[src/rtl/sitda_pkg.sv]
package sitda_pkg;

	// default width of the converted integer
	localparam int DEF_VALUE_BITS = 32;

	// magnitude bits folded into the decimal register per conversion cycle
	localparam int DABBLE_BITS = 4;

	localparam logic [5:0] CHAR_ZERO  = 6'd48;
	localparam logic [5:0] CHAR_MINUS = 6'd45;

	typedef enum logic [2:0] {
		ST_IDLE,
		ST_CONV,
		ST_FIND,
		ST_SIGN,
		ST_DIGIT
	} state_t;

	// controller to datapath
	typedef struct packed {
		logic load;
		logic conv;
		logic find;
		logic step;
		logic sel_sign;
	} ctl_cmd_t;

	// datapath to controller
	typedef struct packed {
		logic neg;
		logic idx_zero;
	} dp_sts_t;

	// conversion cycles for a given integer width
	function automatic int num_steps(input int value_bits);
		return (value_bits + DABBLE_BITS - 1) / DABBLE_BITS;
	endfunction

endpackage

[src/rtl/sitda_ctrl.sv]
module sitda_ctrl
	import sitda_pkg::*;
#(
	parameter int STEPS = num_steps(DEF_VALUE_BITS)
) (
	input  logic     clk,
	input  logic     arst_n,
	input  logic     start,
	input  dp_sts_t  sts,
	output ctl_cmd_t cmd,
	output logic     busy,
	output logic     strobe
);

	localparam int CW = (STEPS > 1) ? $clog2(STEPS) : 1;

	state_t          state_q;
	state_t          state_d;
	logic [CW-1:0]   cnt_q;

	always_ff @(posedge clk or negedge arst_n) begin
		if (!arst_n) begin
			state_q <= ST_IDLE;
			cnt_q   <= '0;
		end else begin
			state_q <= state_d;
			if (state_q == ST_CONV) begin
				cnt_q <= cnt_q + 1'b1;
			end else begin
				cnt_q <= '0;
			end
		end
	end

	// next state
	always_comb begin
		state_d = state_q;
		case (state_q)
			ST_IDLE: begin
				if (start) state_d = ST_CONV;
			end
			ST_CONV: begin
				if (cnt_q == CW'(STEPS - 1)) state_d = ST_FIND;
			end
			ST_FIND: begin
				state_d = sts.neg ? ST_SIGN : ST_DIGIT;
			end
			ST_SIGN: begin
				state_d = ST_DIGIT;
			end
			ST_DIGIT: begin
				if (sts.idx_zero) state_d = ST_IDLE;
			end
			default: begin
				state_d = ST_IDLE;
			end
		endcase
	end

	// outputs
	always_comb begin
		cmd    = '0;
		busy   = 1'b1;
		strobe = 1'b0;
		case (state_q)
			ST_IDLE: begin
				busy     = 1'b0;
				cmd.load = start;
			end
			ST_CONV: begin
				cmd.conv = 1'b1;
			end
			ST_FIND: begin
				cmd.find = 1'b1;
			end
			ST_SIGN: begin
				cmd.sel_sign = 1'b1;
				strobe       = 1'b1;
			end
			ST_DIGIT: begin
				cmd.step = 1'b1;
				strobe   = 1'b1;
			end
			default: begin
				busy = 1'b1;
			end
		endcase
	end

endmodule

[src/rtl/sitda_datapath.sv]
module sitda_datapath
	import sitda_pkg::*;
#(
	parameter int VALUE_BITS = DEF_VALUE_BITS
) (
	input  logic                  clk,
	input  ctl_cmd_t              cmd,
	input  logic [VALUE_BITS-1:0] value,
	output dp_sts_t               sts,
	output logic [5:0]            char_code,
	output logic                  last_char
);

	localparam int STEPS = num_steps(VALUE_BITS);
	localparam int MAGW  = STEPS * DABBLE_BITS;
	// decimal digits of 2^(VALUE_BITS-1), log10(2) ~ 0.30103
	localparam int ND    = ((VALUE_BITS - 1) * 30103) / 100000 + 1;
	localparam int BW    = ND * 4;
	localparam int IW    = (ND > 1) ? $clog2(ND) : 1;

	logic [MAGW-1:0]       mag_q;
	logic                  neg_q;
	logic [BW-1:0]         bcd_q;
	logic [IW-1:0]         idx_q;
	logic [VALUE_BITS-1:0] mag_in;
	logic [BW-1:0]         bcd_next;
	logic [IW-1:0]         lead;
	logic [3:0]            digit;

	// two's complement magnitude, the most negative value stays exact as unsigned
	assign mag_in = value[VALUE_BITS-1] ? (~value + 1'b1) : value;

	// shift-add-3 over several magnitude bits
	always_comb begin
		logic [BW-1:0] b;
		b = bcd_q;
		for (int k = 0; k < DABBLE_BITS; k++) begin
			for (int d = 0; d < ND; d++) begin
				if (b[d*4 +: 4] >= 4'd5) b[d*4 +: 4] = b[d*4 +: 4] + 4'd3;
			end
			b = {b[BW-2:0], mag_q[MAGW-1-k]};
		end
		bcd_next = b;
	end

	// most significant nonzero digit, zero keeps index 0
	always_comb begin
		lead = '0;
		for (int i = 0; i < ND; i++) begin
			if (bcd_q[i*4 +: 4] != 4'd0) lead = IW'(i);
		end
	end

	always_ff @(posedge clk) begin
		if (cmd.load) begin
			mag_q <= MAGW'(mag_in);
			neg_q <= value[VALUE_BITS-1];
			bcd_q <= '0;
		end else if (cmd.conv) begin
			mag_q <= mag_q << DABBLE_BITS;
			bcd_q <= bcd_next;
		end
		if (cmd.find) begin
			idx_q <= lead;
		end else if (cmd.step) begin
			idx_q <= idx_q - 1'b1;
		end
	end

	assign digit        = bcd_q[idx_q*4 +: 4];
	assign sts.neg      = neg_q;
	assign sts.idx_zero = (idx_q == '0);
	assign char_code    = cmd.sel_sign ? CHAR_MINUS : (CHAR_ZERO + {2'b00, digit});
	assign last_char    = cmd.step && (idx_q == '0);

endmodule

[src/rtl/signed_int_to_decimal_ascii.sv]
// signed integer to decimal ascii text
//
// input: pulse start with value (two's complement, VALUE_BITS wide) while busy
// is low; the transaction is taken on that clock edge and busy rises on the
// next cycle. output: one character per cycle on char_code, marked by strobe,
// most significant first; a leading '-' for negative values, last_char high on
// the final character. the receiver cannot stall, so every strobed character
// must be taken in its cycle.
// sequence: conversion (the shift-add-3 loop folding four magnitude bits per
// cycle), locating the leading digit, then the characters, then a return to
// idle with busy low. a new number is taken only from idle, never while the
// characters of the last one are still coming out.
// reset: asynchronous, active low; the controller returns to idle, no
// characters are pending and busy is low.
module signed_int_to_decimal_ascii
	import sitda_pkg::*;
#(
	parameter int VALUE_BITS = DEF_VALUE_BITS
) (
	input  logic                  clk,
	input  logic                  arst_n,
	input  logic                  start,
	input  logic [VALUE_BITS-1:0] value,
	output logic                  busy,
	output logic                  strobe,
	output logic [5:0]            char_code,
	output logic                  last_char
);

	localparam int STEPS = num_steps(VALUE_BITS);

	ctl_cmd_t cmd;
	dp_sts_t  sts;

	// sequencing: idle, convert, find leading digit, sign, digits
	sitda_ctrl #(
		.STEPS(STEPS)
	) u_ctrl (
		.clk    (clk),
		.arst_n (arst_n),
		.start  (start),
		.sts    (sts),
		.cmd    (cmd),
		.busy   (busy),
		.strobe (strobe)
	);

	// magnitude, bcd register and character selection
	sitda_datapath #(
		.VALUE_BITS(VALUE_BITS)
	) u_dp (
		.clk       (clk),
		.cmd       (cmd),
		.value     (value),
		.sts       (sts),
		.char_code (char_code),
		.last_char (last_char)
	);

	// a taken transaction starts conversion, never output in the next cycle
	assert property (@(posedge clk) disable iff (!arst_n)
		(start && !busy) |=> (busy && !strobe))
		else $error("accepted transaction did not start conversion");

	// the final character frees the block
	assert property (@(posedge clk) disable iff (!arst_n)
		(strobe && last_char) |=> !busy)
		else $error("block still busy after final character");

	// characters only come out while busy
	assert property (@(posedge clk) disable iff (!arst_n)
		strobe |-> busy)
		else $error("character strobed while idle");

	// every character is a minus or a digit
	assert property (@(posedge clk) disable iff (!arst_n)
		strobe |-> (char_code == CHAR_MINUS ||
			(char_code >= CHAR_ZERO && char_code <= CHAR_ZERO + 6'd9)))
		else $error("character code out of range");

endmodule

[config.mk]
export PLATFORM = sky130hd
export DESIGN_NAME = signed_int_to_decimal_ascii
export DESIGN_NICKNAME = d
export VERILOG_FILES = /design/src/rtl/sitda_pkg.sv /design/src/rtl/sitda_ctrl.sv /design/src/rtl/sitda_datapath.sv /design/src/rtl/signed_int_to_decimal_ascii.sv
export SDC_FILE = /design/constraint.sdc
export NUM_CORES = 1
export LEC_CHECK = 0
export ABC_AREA = 0
export BUFFER_PORTS_ARGS = -buffer_cell sky130_fd_sc_hd__buf_2
export CAP_MARGIN = 5
export CORE_MARGIN = 8
export CORE_UTILIZATION = 39
export CTS_CLUSTER_SIZE = 16
export DETAILED_ROUTE_END_ITERATION = 6
export SLEW_MARGIN = 25
export SYNTH_ARGS = -nofsm -noshare
export SYNTH_HDL_FRONTEND = slang
export SYNTH_SLANG_ARGS = --single-unit
export TNS_END_PERCENT = 20
[constraint.sdc]
create_clock -name clk -period 5.1 [get_ports clk]
set_input_delay 1.02 -clock clk [delete_from_list [all_inputs] [get_ports clk]]
set_output_delay 1.02 -clock clk [all_outputs]
set_load 0.05 [all_outputs]
Word-level counts from Yosys, hierarchy flattened --
Cells that the tools add are included.
Word-level totals: flip-flop bits (word level) 83, output and inout port bits 9
Cells by class: order comparisons 40, equal/unequal tests 8, shift operators 1, bitwise logic cells 1, reductions and logical operators 16, add/sub/neg operators 44, mux-type cells 68
Operator list (count):
- $ge A4 B3 Y1 const B | 40
- $mux W4 | 40
- $add A4 B2 Y4 const B | 36
- $mux W32 | 3
- $shiftx A40 B7 Y4 | 1
- $mux W3 | 13
- $reduce_bool A4 Y1 | 9
- $add A32 B1 Y32 const B | 1
- $not A32 Y32 | 1
- $pmux W3 S5 | 1
- $add A3 B2 Y3 const B | 4
- $mux W1 | 8
- $add A5 B5 Y6 const A | 1
- $eq A3 B2 Y1 const B | 2
- $eq A3 B3 Y1 const B | 2
- $mux W6 | 1
- $ne A2 B2 Y1 const B | 3
- $logic_not A4 Y1 | 1
- $mux W2 | 2
- $reduce_bool A2 Y1 | 2
- $sub A4 B1 Y4 const B | 1
- $add A3 B1 Y3 const B | 1
- $eq A3 B1 Y1 const B | 1
- $logic_not A3 Y1 | 1
- 3 further kinds | 3

Logic depth before layout (Yosys ltp) --
Gate-level depths: netlist of run 1.
depth in word-level cells 11, mapped depth 19, depth with buffers taken out 19

Hierarchy --
A second synthesis of run 1 with hierarchy kept.
Unflattened totals: cells, all modules 1199, area, all modules 9440.3 um^2
By module, submodules not included:
- sitda_datapath | cells each 1169, times used 1, area an instance 9116.2 um^2
- sitda_ctrl | cells each 30, times used 1, area an instance 324.1 um^2

Least setup slack after synthesis of run 1 --
Ideal clock, no wire load.
path type reg-to-reg, from register u_dp.bcd_q[32], to register u_dp.bcd_q[38], stages on the path, launching flop included 17, period minus slack after synthesis 3.560 ns, setup slack 1.540 ns, buffers on the path 0, library setup time 0.117 ns, data arrival time 3.443 ns, path through dfxtp_1 inv_1 ha_1 nor2b_1 o31ai_1 or2_2 ha_1 o311ai_1 and2_1 nand2b_1 xor2_1 inv_1 ha_1 nand2b_1 a211oi_2 nand2_1 a32o_1
Between the ends: word-level cells in the longest chain between the ends 8
RTL lines:
- from (decl) | line sitda_datapath.sv:23 | logic [BW-1:0] bcd_q;
- from (signal assigned) | line sitda_datapath.sv:61 | bcd_q <= bcd_next;
- $add A4 B2 Y4 or $ge A4 B3 Y1 (tied branches) | line sitda_datapath.sv:39 | if (b[d*4 +: 4] >= 4'd5) b[d*4 +: 4] = b[d*4 +: 4] + 4'd3;
- $mux W4 (*) | line sitda_datapath.sv:39
- $add A4 B2 Y4 (tied with other cells) | line sitda_datapath.sv:39
- $mux W4 or $mux W3 (tied branches) | line sitda_datapath.sv:39
- $add A4 B2 Y4 (tied with other cells) | line sitda_datapath.sv:39
- $mux W4 or $mux W3 (tied branches) | line sitda_datapath.sv:39
- $ge A4 B3 Y1 or $add A3 B2 Y3 (tied branches) | line sitda_datapath.sv:39
- $mux W3 (*) | line sitda_datapath.sv:39
Mark *: on every way between the ends. The rest lies on a longest branch, timed or not. A chain may end at the register's enable or synchronous reset.

Worst setup path after layout of run 1 --
Ends and elaborated chain as after synthesis.

==> results of run 1 <==
[worst max-delay path, cell delays in order, from the launching register on]
cell and delay, ns:
dfxtp_1 0.35, inv_1 0.13, ha_1 0.27, nor2b_1 0.28
o31ai_1 0.15, or2_2 0.32, ha_1 0.21, o311ai_1 0.55
and2_1 0.24, nand2b_1 0.13, xor2_1 0.27, inv_1 0.07
ha_1 0.18, nand2b_1 0.15, a211oi_2 0.27, nand2_1 0.09
a32o_1 0.27
[path summary, 6_finish.rpt]
path | end | start | slack (ns) | cells after the start
worst max-delay path | u_dp.bcd_q[38]$_SDFFE_PP0P_ | u_dp.bcd_q[32]$_SDFFE_PP0P_ | 1.06 | 16
worst min-delay path | u_ctrl.cnt_q[0]$_DFF_PN0_ | u_ctrl.cnt_q[0]$_DFF_PN0_ | 0.44 | 1
worst max register to register | u_dp.bcd_q[38]$_SDFFE_PP0P_ | u_dp.bcd_q[32]$_SDFFE_PP0P_ | 1.06 | 16
worst min register to register | u_ctrl.cnt_q[0]$_DFF_PN0_ | u_ctrl.cnt_q[0]$_DFF_PN0_ | 0.44 | 1
max in group asynchronous | u_ctrl.cnt_q[2]$_DFF_PN0_ | arst_n | 4.46 | 1
min in group asynchronous | u_ctrl.state_q[0]$_DFFE_PN0P_ | arst_n | 0.49 | 1
[cell families after synthesis]
| logic type | count (synthesis) | synth area share, % |
|---|---|---|
| compound gates | 426 | 32.3 |
| xor+xnor | 40 | 3.85 |
| buf+inv | 117 | 5.20 |
| simple gates | 429 | 23.2 |
| other cells | 1 | 0.0412 |
| fa+ha+maj | 44 | 6.05 |
| mux | 47 | 6.67 |
| flops | 83 | 22.7 |
[layer usage]
layer	global-route usage (%)	up-vias	share of wire [%]
met3	3.26	24	3.7
met4	4.00	0	1.4
met2	26.6	146	47
met5	0	-	0
met1	21.2	4088	48
li1	-	4451	-
[sequential cells by signal (all words and copies together), names as in the netlist]
| register | flops |
|---|---|
| u_ctrl.cnt_q | 3 |
| u_dp.idx_q | 4 |
| u_dp.bcd_q | 40 |
| u_dp.mag_q | 32 |
| u_ctrl.state_q | 3 |
| u_dp.neg_q | 1 |
[cell type report]
class / count / area [µm²] / area share [%]
inverter: 63 / 236 / 2.41
multi-input combinational: 987 / 6560 / 66.8
clock buffer: 12 / 269 / 2.74
timing repair buffer: 47 / 248 / 2.52
clock inverter: 4 / 53.8 / 0.547
sequential: 83 / 2060 / 21.0
tap: 319 / 399 / 4.06
[cells in the final DEF (no fill, tap or decap), drive strengths merged, types with 10 or more instances in the layout]
cell type  count
nor2          78
o21ai        128
or2           21
ha            44
o21bai        18
o21a          24
o211ai        17
nand2        149
a21oi         63
a211o         12
nor3          26
nand3         34
xnor2         10
mux2          10
inv           64
mux2i         29
xor2          30
o22ai         19
nand2b        25
edfxtp        37
nor3b         11
and3          16
and2          16
a211oi        30
o31ai         16
or3           14
clkbuf        12
dfxtp         40
buf           47
[metrics by stage]
stage	hold slack [ns]	setup WS (ns)	util, %
global route	0.475	0.615	42.4
global placement	0.426	1.19	41.0
floorplan	0.410	1.54	-
detailed placement	0.434	1.05	41.0
finish	0.438	1.06	42.4
CTS	0.443	1.06	42.4
==> summary.md, run 1 <==
| Metric | Value |
|---|---|
| Netlist area before placement | 9090 µm² |
| Clock latency on the worst-skew pair | 0.35 ns |
| Top cells by count, synth | 149 x nand2_1, 98 x o21ai_0, 77 x nor2_1 |
| Flops & latches, synth | 83 |
| Max H-tree Level | 3 |
| Via count of the first global-routing pass | 7954 |
| DRC errors left | 1 |
| Die Y | 169 µm |
| Largest net degree at the start of global routing | 69 |
| Sink Count | 83 |
| Non-filler cells, final | 1515 |
| Core ar. | 23200 µm² |
| Chip width | 169 µm |
| PostCTS Resize Cnt | 0 |
| Finished Cell Area | 9830 µm² |
| Vias/cell | 5.75 |
| Violated checks | design-rule violations |
| Initial antenna violation count | 0 |
| Final Skew | 0.00842 ns |
| Antenna Violating Nets Remaining | 0 |
| Ratio of cells with drive above 1 in the final layout | 11.0% |
| Vias | 8709 |
| Final WL | 23.0 mm |
| Cell taking the most area after synthesis | edfxtp_1 |
| Mapped Nets | 1266 |
| Dpl hpwl | 17.6 mm |
| Number of synthesized flops with an enable pin | 37 |
| Initial DRT Pass Iterations | 7 |
| Critical path class | flop to flop |
| CTS tree | yes |
| MaxCap Viol Count | 0 |
| Initial drt markers | 615 |
| Placer congestion estimate | 0.860 |
| Layout area overhead | 8.12% |
| Inserted Clock Buffers | 9 |
| Critical Path RT | 5.35 ns |
| Cell variety after synth | 95 |
| Yosys top cell area share | 12.2% |
| Setup bufs post-CTS | 0 |
| Slew of the pin with the lowest slew margin | 0.831 ns |
| Synth Flop Type | dfxtp_1 |
| Total track usage | 16.1% |
| HP Class | flop to flop |
| Synth area leaders | edfxtp_1 12%, dfxtp_1 8.8%, nand2_1 6.2% |
| Area of placed instances | 9510 µm² |
| Slew HR | 43.7% |
| Initial core utilization | 39.2% |
| Crit path DAT | 4.28 ns |
| Endpoints failing setup | 0 |
| # fillers | 2368 |
| Syn_area_per_cell | 7.66 µm² |
| Most frequent cell after synthesis | nand2_1 |
| Post-layout net count | 1270 |
| Mapped Cells | 1187 |
| Clock root cell | clkbuf_16 |
| IO Count | 44 |
| Gr ovfl total | 0 |
| Port buffer count | 42 |
| Die area | 28500 µm² |
| First-pass GRT wire length | 38.7 mm |
| RSZ-0062 raised after global routing | no |
| Critical path launch point type | flop |
| Max-slew violation count | 0 |
| Maximum clock insertion buffer count | 2 |
| Period utilisation layout | 79.1% |
| Asr flop ratio synth | 7.23% |
| Final Hold Fails | 0 |
| Max frequency | 248 MHz |
| Setup TNS | 0 ns |
| Synthesis Warnings | 0 |
| Seq/Total Area, Yosys | 22.7% |
| CP Capture Type | flop |
| Wire per inst | 15.1 µm |
| FP Rows | 56 |
| CTS clk-pin slew, worst paths | 0.06 ns |
| Hold-fix buffers at CTS | 0 |
| Tmin final | 4.04 ns |
| Placed insts | 1499 |
| Status | finished, violations left |
| CP Max Fanout | 6 |
| # diodes | 0 |
Power of run 1 is left out: the tool's default activity adds up to more than one toggle a clock period on the data nets, which glitch-free logic cannot reach.
==> inputs of run 2 (changes only) <==
clock period = 3.75 ns   (was 5.1 ns; I/O delays follow)
==> summary.md, run 2 (synthesis results as in run 1) <==
| Metric | Value |
|---|---|
| Endpoints failing setup | 0 (unchanged) |
| Buffers and inverters on the worst path | 3 (+1) |
| # fillers | 2317 (-2.2%) |
| Clock root cell | clkbuf_16 |
| Via count of the first global-routing pass | 8118 (+2.1%) |
| DRC errors left | 0 (-1) |
| Wire per inst | 15.4 µm (+1.7%) |
| Gr ovfl total | 0 (unchanged) |
| FP Rows | 56 (unchanged) |
| Final Hold Fails | 0 (unchanged) |
| Final Skew | 0.00874 ns (+0.000325 ns) |
| Commonest cells after routing, fill and taps aside | 147 x nand2_1, 97 x o21ai_0, 75 x nor2_1, 60 x a21oi_1, 53 x inv_1 |
| Status | finished clean |
| First-pass GRT wire length | 39.4 mm (+1.8%) |
| CTS tree | yes |
| Inserted Clock Buffers | 9 (unchanged) |
| Clock latency on the worst-skew pair | 0.35 ns (about the same) |
| CP Max Fanout | 6 (unchanged) |
| Crit path largest cell delay | 0.44 ns (-0.11 ns) |
| HP Class | input pin to asynchronous set/reset pin |
| Core ar. | 23200 µm² (unchanged) |
| Slew of the pin with the lowest slew margin | 0.829 ns (-0.00166 ns) |
| Final WL | 24.1 mm (+4.9%) |
| Critical path class | flop to flop |
| Chip width | 169 µm (unchanged) |
| Register area | 2080 µm² (+0.91%) |
| Max H-tree Level | 3 (unchanged) |
| Sink Count | 83 (unchanged) |
| Initial DRT Pass Iterations | 5 (-2) |
| Crit path DAT | 3.88 ns (-0.40 ns) |
| # diodes | 0 (unchanged) |
| Critical path launch point type | flop |
| Crit-path leading delay family | compound AO/OA/AOI/OAI gates |
| Port buffer count | 42 (unchanged) |
| Commonest non-fill, non-tap cell in the layout | nand2_1 |
| Max FFs per register | 40 (unchanged) |
| Die Y | 169 µm (unchanged) |
| Max frequency | 275 MHz (+11%) |
| Antenna Violating Nets Remaining | 0 (unchanged) |
| Largest reg by FF count | u_dp.bcd_q |
| Dpl hpwl | 18.0 mm (+2.5%) |
| Die area | 28500 µm² (unchanged) |
| Hold-fix buffers at CTS | 0 (unchanged) |
| RSZ-0062 raised after global routing | yes |
| Cell mode on critical path | ha_2 |
| Critical-path top delay cell | o32a_1 |
| Critical Path RT | 3.99 ns (-1.36 ns) |
| CP Capture Type | flop |
| Multi-input logic area | 6740 µm² (+2.7%) |
| Largest net degree at the start of global routing | 69 (unchanged) |
| Placer congestion estimate | 0.844 (-1.9%) |
| Ratio of cells with drive above 1 in the final layout | 18.4% (+7.4 points) |
| Tmin final | 3.64 ns (-0.400 ns) |
| Layout area overhead | 14.1% |
| Vias | 8913 (+2.3%) |
| Total track usage | 16.5% (+0.33 points) |
| Initial core utilization | 39.2% (unchanged) |
| Setup TNS | 0 ns (unchanged) |
| Regs by FF count | u_dp.bcd_q: 40 flops, u_dp.mag_q: 32 flops, u_dp.idx_q: 4 flops |
| Layout Utilization | 44.7% (+2.4 points) |
| Initial drt markers | 635 (+3.3%) |
| Slew HR | 44.7% (+0.99 points) |
| Maximum clock insertion buffer count | 2 (unchanged) |
| CTS clk-pin slew, worst paths | 0.07 ns (about the same) |
| MaxCap Viol Count | 0 (unchanged) |
| Initial antenna violation count | 0 (unchanged) |
| Vias/cell | 5.70 (-0.80%) |
| Post-layout net count | 1318 (+3.8%) |
| Max-slew violation count | 0 (unchanged) |
| Sequence of cells on the critical path | inv_2, ha_2, and2b_2, or3_4, and2_4, inv_2, ha_2, o21bai_2, a211oi_2, nor2_1, inv_1, ha_2, a211oi_2, a221oi_1, o32a_1, a211o_1, a32o_1 |
| IO Count | 44 (unchanged) |
| Period utilisation layout | 97.0% (+18 points) |
-- run 2: through the flow --
stage	hold WS [ns]	std cells	cell area, µm²	worst slack (ns)
final	0.219	1563	10400	0.114
after CTS	0.214	1556	10100	0.00386
after floorplan	0.410	1187	9090	0.190
after global placement	0.430	1540	9830	0.107
after global routing	0.221	1563	10400	-0.0765
after detailed placement	0.430	1540	9830	-0.0214
-- run 2: timing repair --
item                                    4_1_cts  5_1_grt
resized for setup                             3       53
endpoints found under the setup margin        2       25
pin swaps                                     1       15
buffers inserted                              0        7
-- run 2: per-layer routing --
| metal | share of wire [%] | up-vias | global-route usage [%] |
|---|---|---|---|
| li1 | - | 4552 | - |
| met1 | 47 | 4164 | 21.4 |
| met2 | 49 | 174 | 28.3 |
| met3 | 3.4 | 23 | 2.12 |
| met4 | 1.1 | 0 | 4.04 |
| met5 | 0 | - | 0 |
-- run 2: area by class of cell --
| type | count | area share [%] |
|---|---|---|
| Sequential cell | 83 | 20.1 |
| Clock inverter | 7 | 0.736 |
| Timing Repair Buffer | 95 | 5.98 |
| Tap cell | 319 | 3.85 |
| Clock buffer | 9 | 2.17 |
| Inverter | 63 | 2.28 |
| Multi-Input combinational cell | 987 | 64.9 |
-- run 2: final timing paths --
kind                                              from                             to  slack (ns)  cells past startpoint
min in group clk              u_dp.mag_q[28]$_DFFE_PP_     u_dp.bcd_q[0]$_SDFFE_PP0P_        0.45                      2
hold / removal                                  arst_n  u_ctrl.state_q[1]$_DFFE_PN0P_        0.22                      1
setup reg to reg           u_dp.bcd_q[29]$_SDFFE_PP0P_    u_dp.bcd_q[33]$_SDFFE_PP0P_        0.11                     17
setup / recovery           u_dp.bcd_q[29]$_SDFFE_PP0P_    u_dp.bcd_q[33]$_SDFFE_PP0P_        0.11                     17
max in group asynchronous                       arst_n      u_ctrl.cnt_q[0]$_DFF_PN0_        3.39                      1
hold reg to reg               u_dp.mag_q[28]$_DFFE_PP_     u_dp.bcd_q[0]$_SDFFE_PP0P_        0.45                      2
Power of run 2 is left out for the same reason.
==> inputs of run 3 (changes only) <==
--- a/config.mk
+++ b/config.mk
@@ -13,5 +13,5 @@
 export CTS_CLUSTER_SIZE = 16
 export DETAILED_ROUTE_END_ITERATION = 6
-export SLEW_MARGIN = 25
+export SLEW_MARGIN = 20
 export SYNTH_ARGS = -nofsm -noshare
 export SYNTH_HDL_FRONTEND = slang
==> constraint.sdc (replaced) <==
create_clock -name clk -period 3.75 [get_ports clk]
set_input_delay 0.9375 -clock clk [delete_from_list [all_inputs] [get_ports clk]]
set_output_delay 0.9375 -clock clk [all_outputs]
set_load 0.05 [all_outputs]
==> summary.md, run 3 (synthesis results as in run 1) <==
| Metric | Value |
|---|---|
| Antenna Violating Nets Remaining | 0 (unchanged) |
| Crit path DAT | 3.84 ns (-0.04 ns) |
| MaxCap Viol Count | 0 (unchanged) |
| Initial core utilization | 39.2% (unchanged) |
| Status | finished clean |
| Final Hold Fails | 0 (unchanged) |
| FP Rows | 56 (unchanged) |
| Clock latency on the worst-skew pair | 0.35 ns (about the same) |
| RSZ-0062 raised after global routing | yes |
| Slew of the pin with the lowest slew margin | 0.808 ns (-0.0213 ns) |
| CP Capture Type | flop |
| Chip width | 169 µm (unchanged) |
| HP Class | input pin to asynchronous set/reset pin |
| Core ar. | 23200 µm² (unchanged) |
| Max frequency | 277 MHz (+0.78%) |
| Wire per inst | 15.5 µm (+0.86%) |
| Placer congestion estimate | 0.853 (+1.0%) |
| Critical Path RT | 3.98 ns (about the same) |
| Register area | 2070 µm² (-0.30%) |
| Slew HR | 46.1% (+1.4 points) |
| Tmin final | 3.61 ns (-0.0282 ns) |
| Largest net degree at the start of global routing | 69 (unchanged) |
| Critical path launch point type | flop |
| Max-slew violation count | 0 (unchanged) |
| # fillers | 2323 (+0.26%) |
| Ratio of cells with drive above 1 in the final layout | 17.5% (-0.94 points) |
| Initial drt markers | 595 (-6.3%) |
| First-pass GRT wire length | 39.9 mm (+1.1%) |
| CTS tree | yes |
| Final WL | 24.2 mm (+0.73%) |
| DRC errors left | 0 (unchanged) |
| Post-layout net count | 1316 (-0.15%) |
| Endpoints failing setup | 0 (unchanged) |
| Vias | 8939 (+0.29%) |
| Critical path class | flop to flop |
| Total track usage | 16.6% (+0.15 points) |
| Initial DRT Pass Iterations | 6 (+1) |
| IO Count | 44 (unchanged) |
| CTS clk-pin slew, worst paths | 0.07 ns (about the same) |
| Dpl hpwl | 18.1 mm (+0.39%) |
| Period utilisation layout | 96.2% (-0.75 points) |
| Commonest non-fill, non-tap cell in the layout | nand2_1 |
| Maximum clock insertion buffer count | 2 (unchanged) |
| Sink Count | 83 (unchanged) |
| Die area | 28500 µm² (unchanged) |
| Die Y | 169 µm (unchanged) |
| Regs by FF count | u_dp.bcd_q: 40 flops, u_dp.mag_q: 32 flops, u_dp.idx_q: 4 flops |
| Port buffer count | 42 (unchanged) |
| Gr ovfl total | 0 (unchanged) |
| Finished Cell Area | 10400 µm² (about the same) |
| Commonest cells after routing, fill and taps aside | 147 x nand2_1, 98 x o21ai_0, 75 x nor2_1, 60 x a21oi_1, 55 x inv_1 |
| Initial antenna violation count | 0 (unchanged) |
| Final Skew | 0.00617 ns (-0.00258 ns) |
| # diodes | 0 (unchanged) |
| Layout area overhead | 14.2% (about the same) |
| CP Max Fanout | 6 (unchanged) |
| Clock root cell | clkbuf_16 |
| Vias/cell | 5.73 (+0.42%) |
| Multi-input logic area | 6730 µm² (-0.17%) |
| Via count of the first global-routing pass | 8119 (+0.012%) |
| Inserted Clock Buffers | 9 (unchanged) |
| Largest reg by FF count | u_dp.bcd_q |
| Max FFs per register | 40 (unchanged) |
| Area of placed instances | 9840 µm² (+0.15%) |
| Max H-tree Level | 3 (unchanged) |
-- run 3: changes by cell type in the layout (fill, tap and decap cells not counted), sizes merged --
cell and delta:
clkbuf +4, clkinvlp -3, buf -2, inv -2
bufinv +1
-- run 3: path summary, 6_finish.rpt --
kind                                                to  depth (start not counted)                         from  slack (ns)
setup / recovery           u_dp.bcd_q[33]$_SDFFE_PP0P_                         17  u_dp.bcd_q[29]$_SDFFE_PP0P_        0.14
hold / removal               u_ctrl.cnt_q[2]$_DFF_PN0_                          1                       arst_n        0.41
setup reg to reg           u_dp.bcd_q[33]$_SDFFE_PP0P_                         17  u_dp.bcd_q[29]$_SDFFE_PP0P_        0.14
hold reg to reg              u_ctrl.cnt_q[0]$_DFF_PN0_                          1    u_ctrl.cnt_q[0]$_DFF_PN0_        0.43
max in group asynchronous    u_ctrl.cnt_q[1]$_DFF_PN0_                          1                       arst_n        3.19
min in group clk             u_ctrl.cnt_q[0]$_DFF_PN0_                          1    u_ctrl.cnt_q[0]$_DFF_PN0_        0.43
-- run 3: worst max-delay path: stages, from the launching register on --
cell      delay (ns)
dfxtp_4         0.37
inv_1           0.06
ha_2            0.19
and2b_2         0.23
or3_4           0.33
and2_4          0.15
inv_2           0.08
ha_1            0.16
o21bai_1        0.15
a211oi_2        0.11
nor2_1          0.16
inv_1           0.06
ha_2            0.21
a211oi_2        0.19
a221oi_1        0.07
o32a_1          0.43
a211o_1         0.29
a32o_1          0.24
-- run 3: repair_timing --
action / 4_1_cts / 5_1_grt
endpoints found under the setup margin: 1 / 26
pin swaps: 0 / 8
resized for setup: 1 / 44
setup buffers: 0 / 3
hold buffers: 0 / 0
-- run 3: area by class of cell --
| class | instances | share of cell area [%] |
|---|---|---|
| timing repair buffer | 93 | 5.83 |
| sequential | 83 | 20.0 |
| tap | 319 | 3.84 |
| clock buffer | 13 | 2.62 |
| inverter | 63 | 2.28 |
| multi-input combinational | 987 | 64.8 |
| clock inverter | 3 | 0.663 |
-- run 3: routing by layer --
metal,track usage [%],vias to the layer above,part of all wire [%]
met5,0,-,0
met2,28.0,168,49
met3,2.14,17,2.8
met1,22.2,4210,47
met4,3.57,0,1.2
li1,-,4544,-
-- run 3: per-stage QoR --
step | setup WS [ns] | std cells | utilization (%) | TNS (ns) | hold WS (ns)
finish | 0.142 | 1561 | 44.8 | 0 | 0.409
floorplan | 0.190 | 1187 | - | 0 | 0.410
detailed placement | -0.0130 | 1542 | 42.4 | -0.0130 | 0.427
CTS | 0.000500 | 1558 | 43.9 | 0 | 0.398
global placement | 0.104 | 1542 | 42.4 | 0 | 0.425
global route | -0.110 | 1561 | 44.8 | -0.426 | 0.407
Power of run 3 is left out for the same reason.
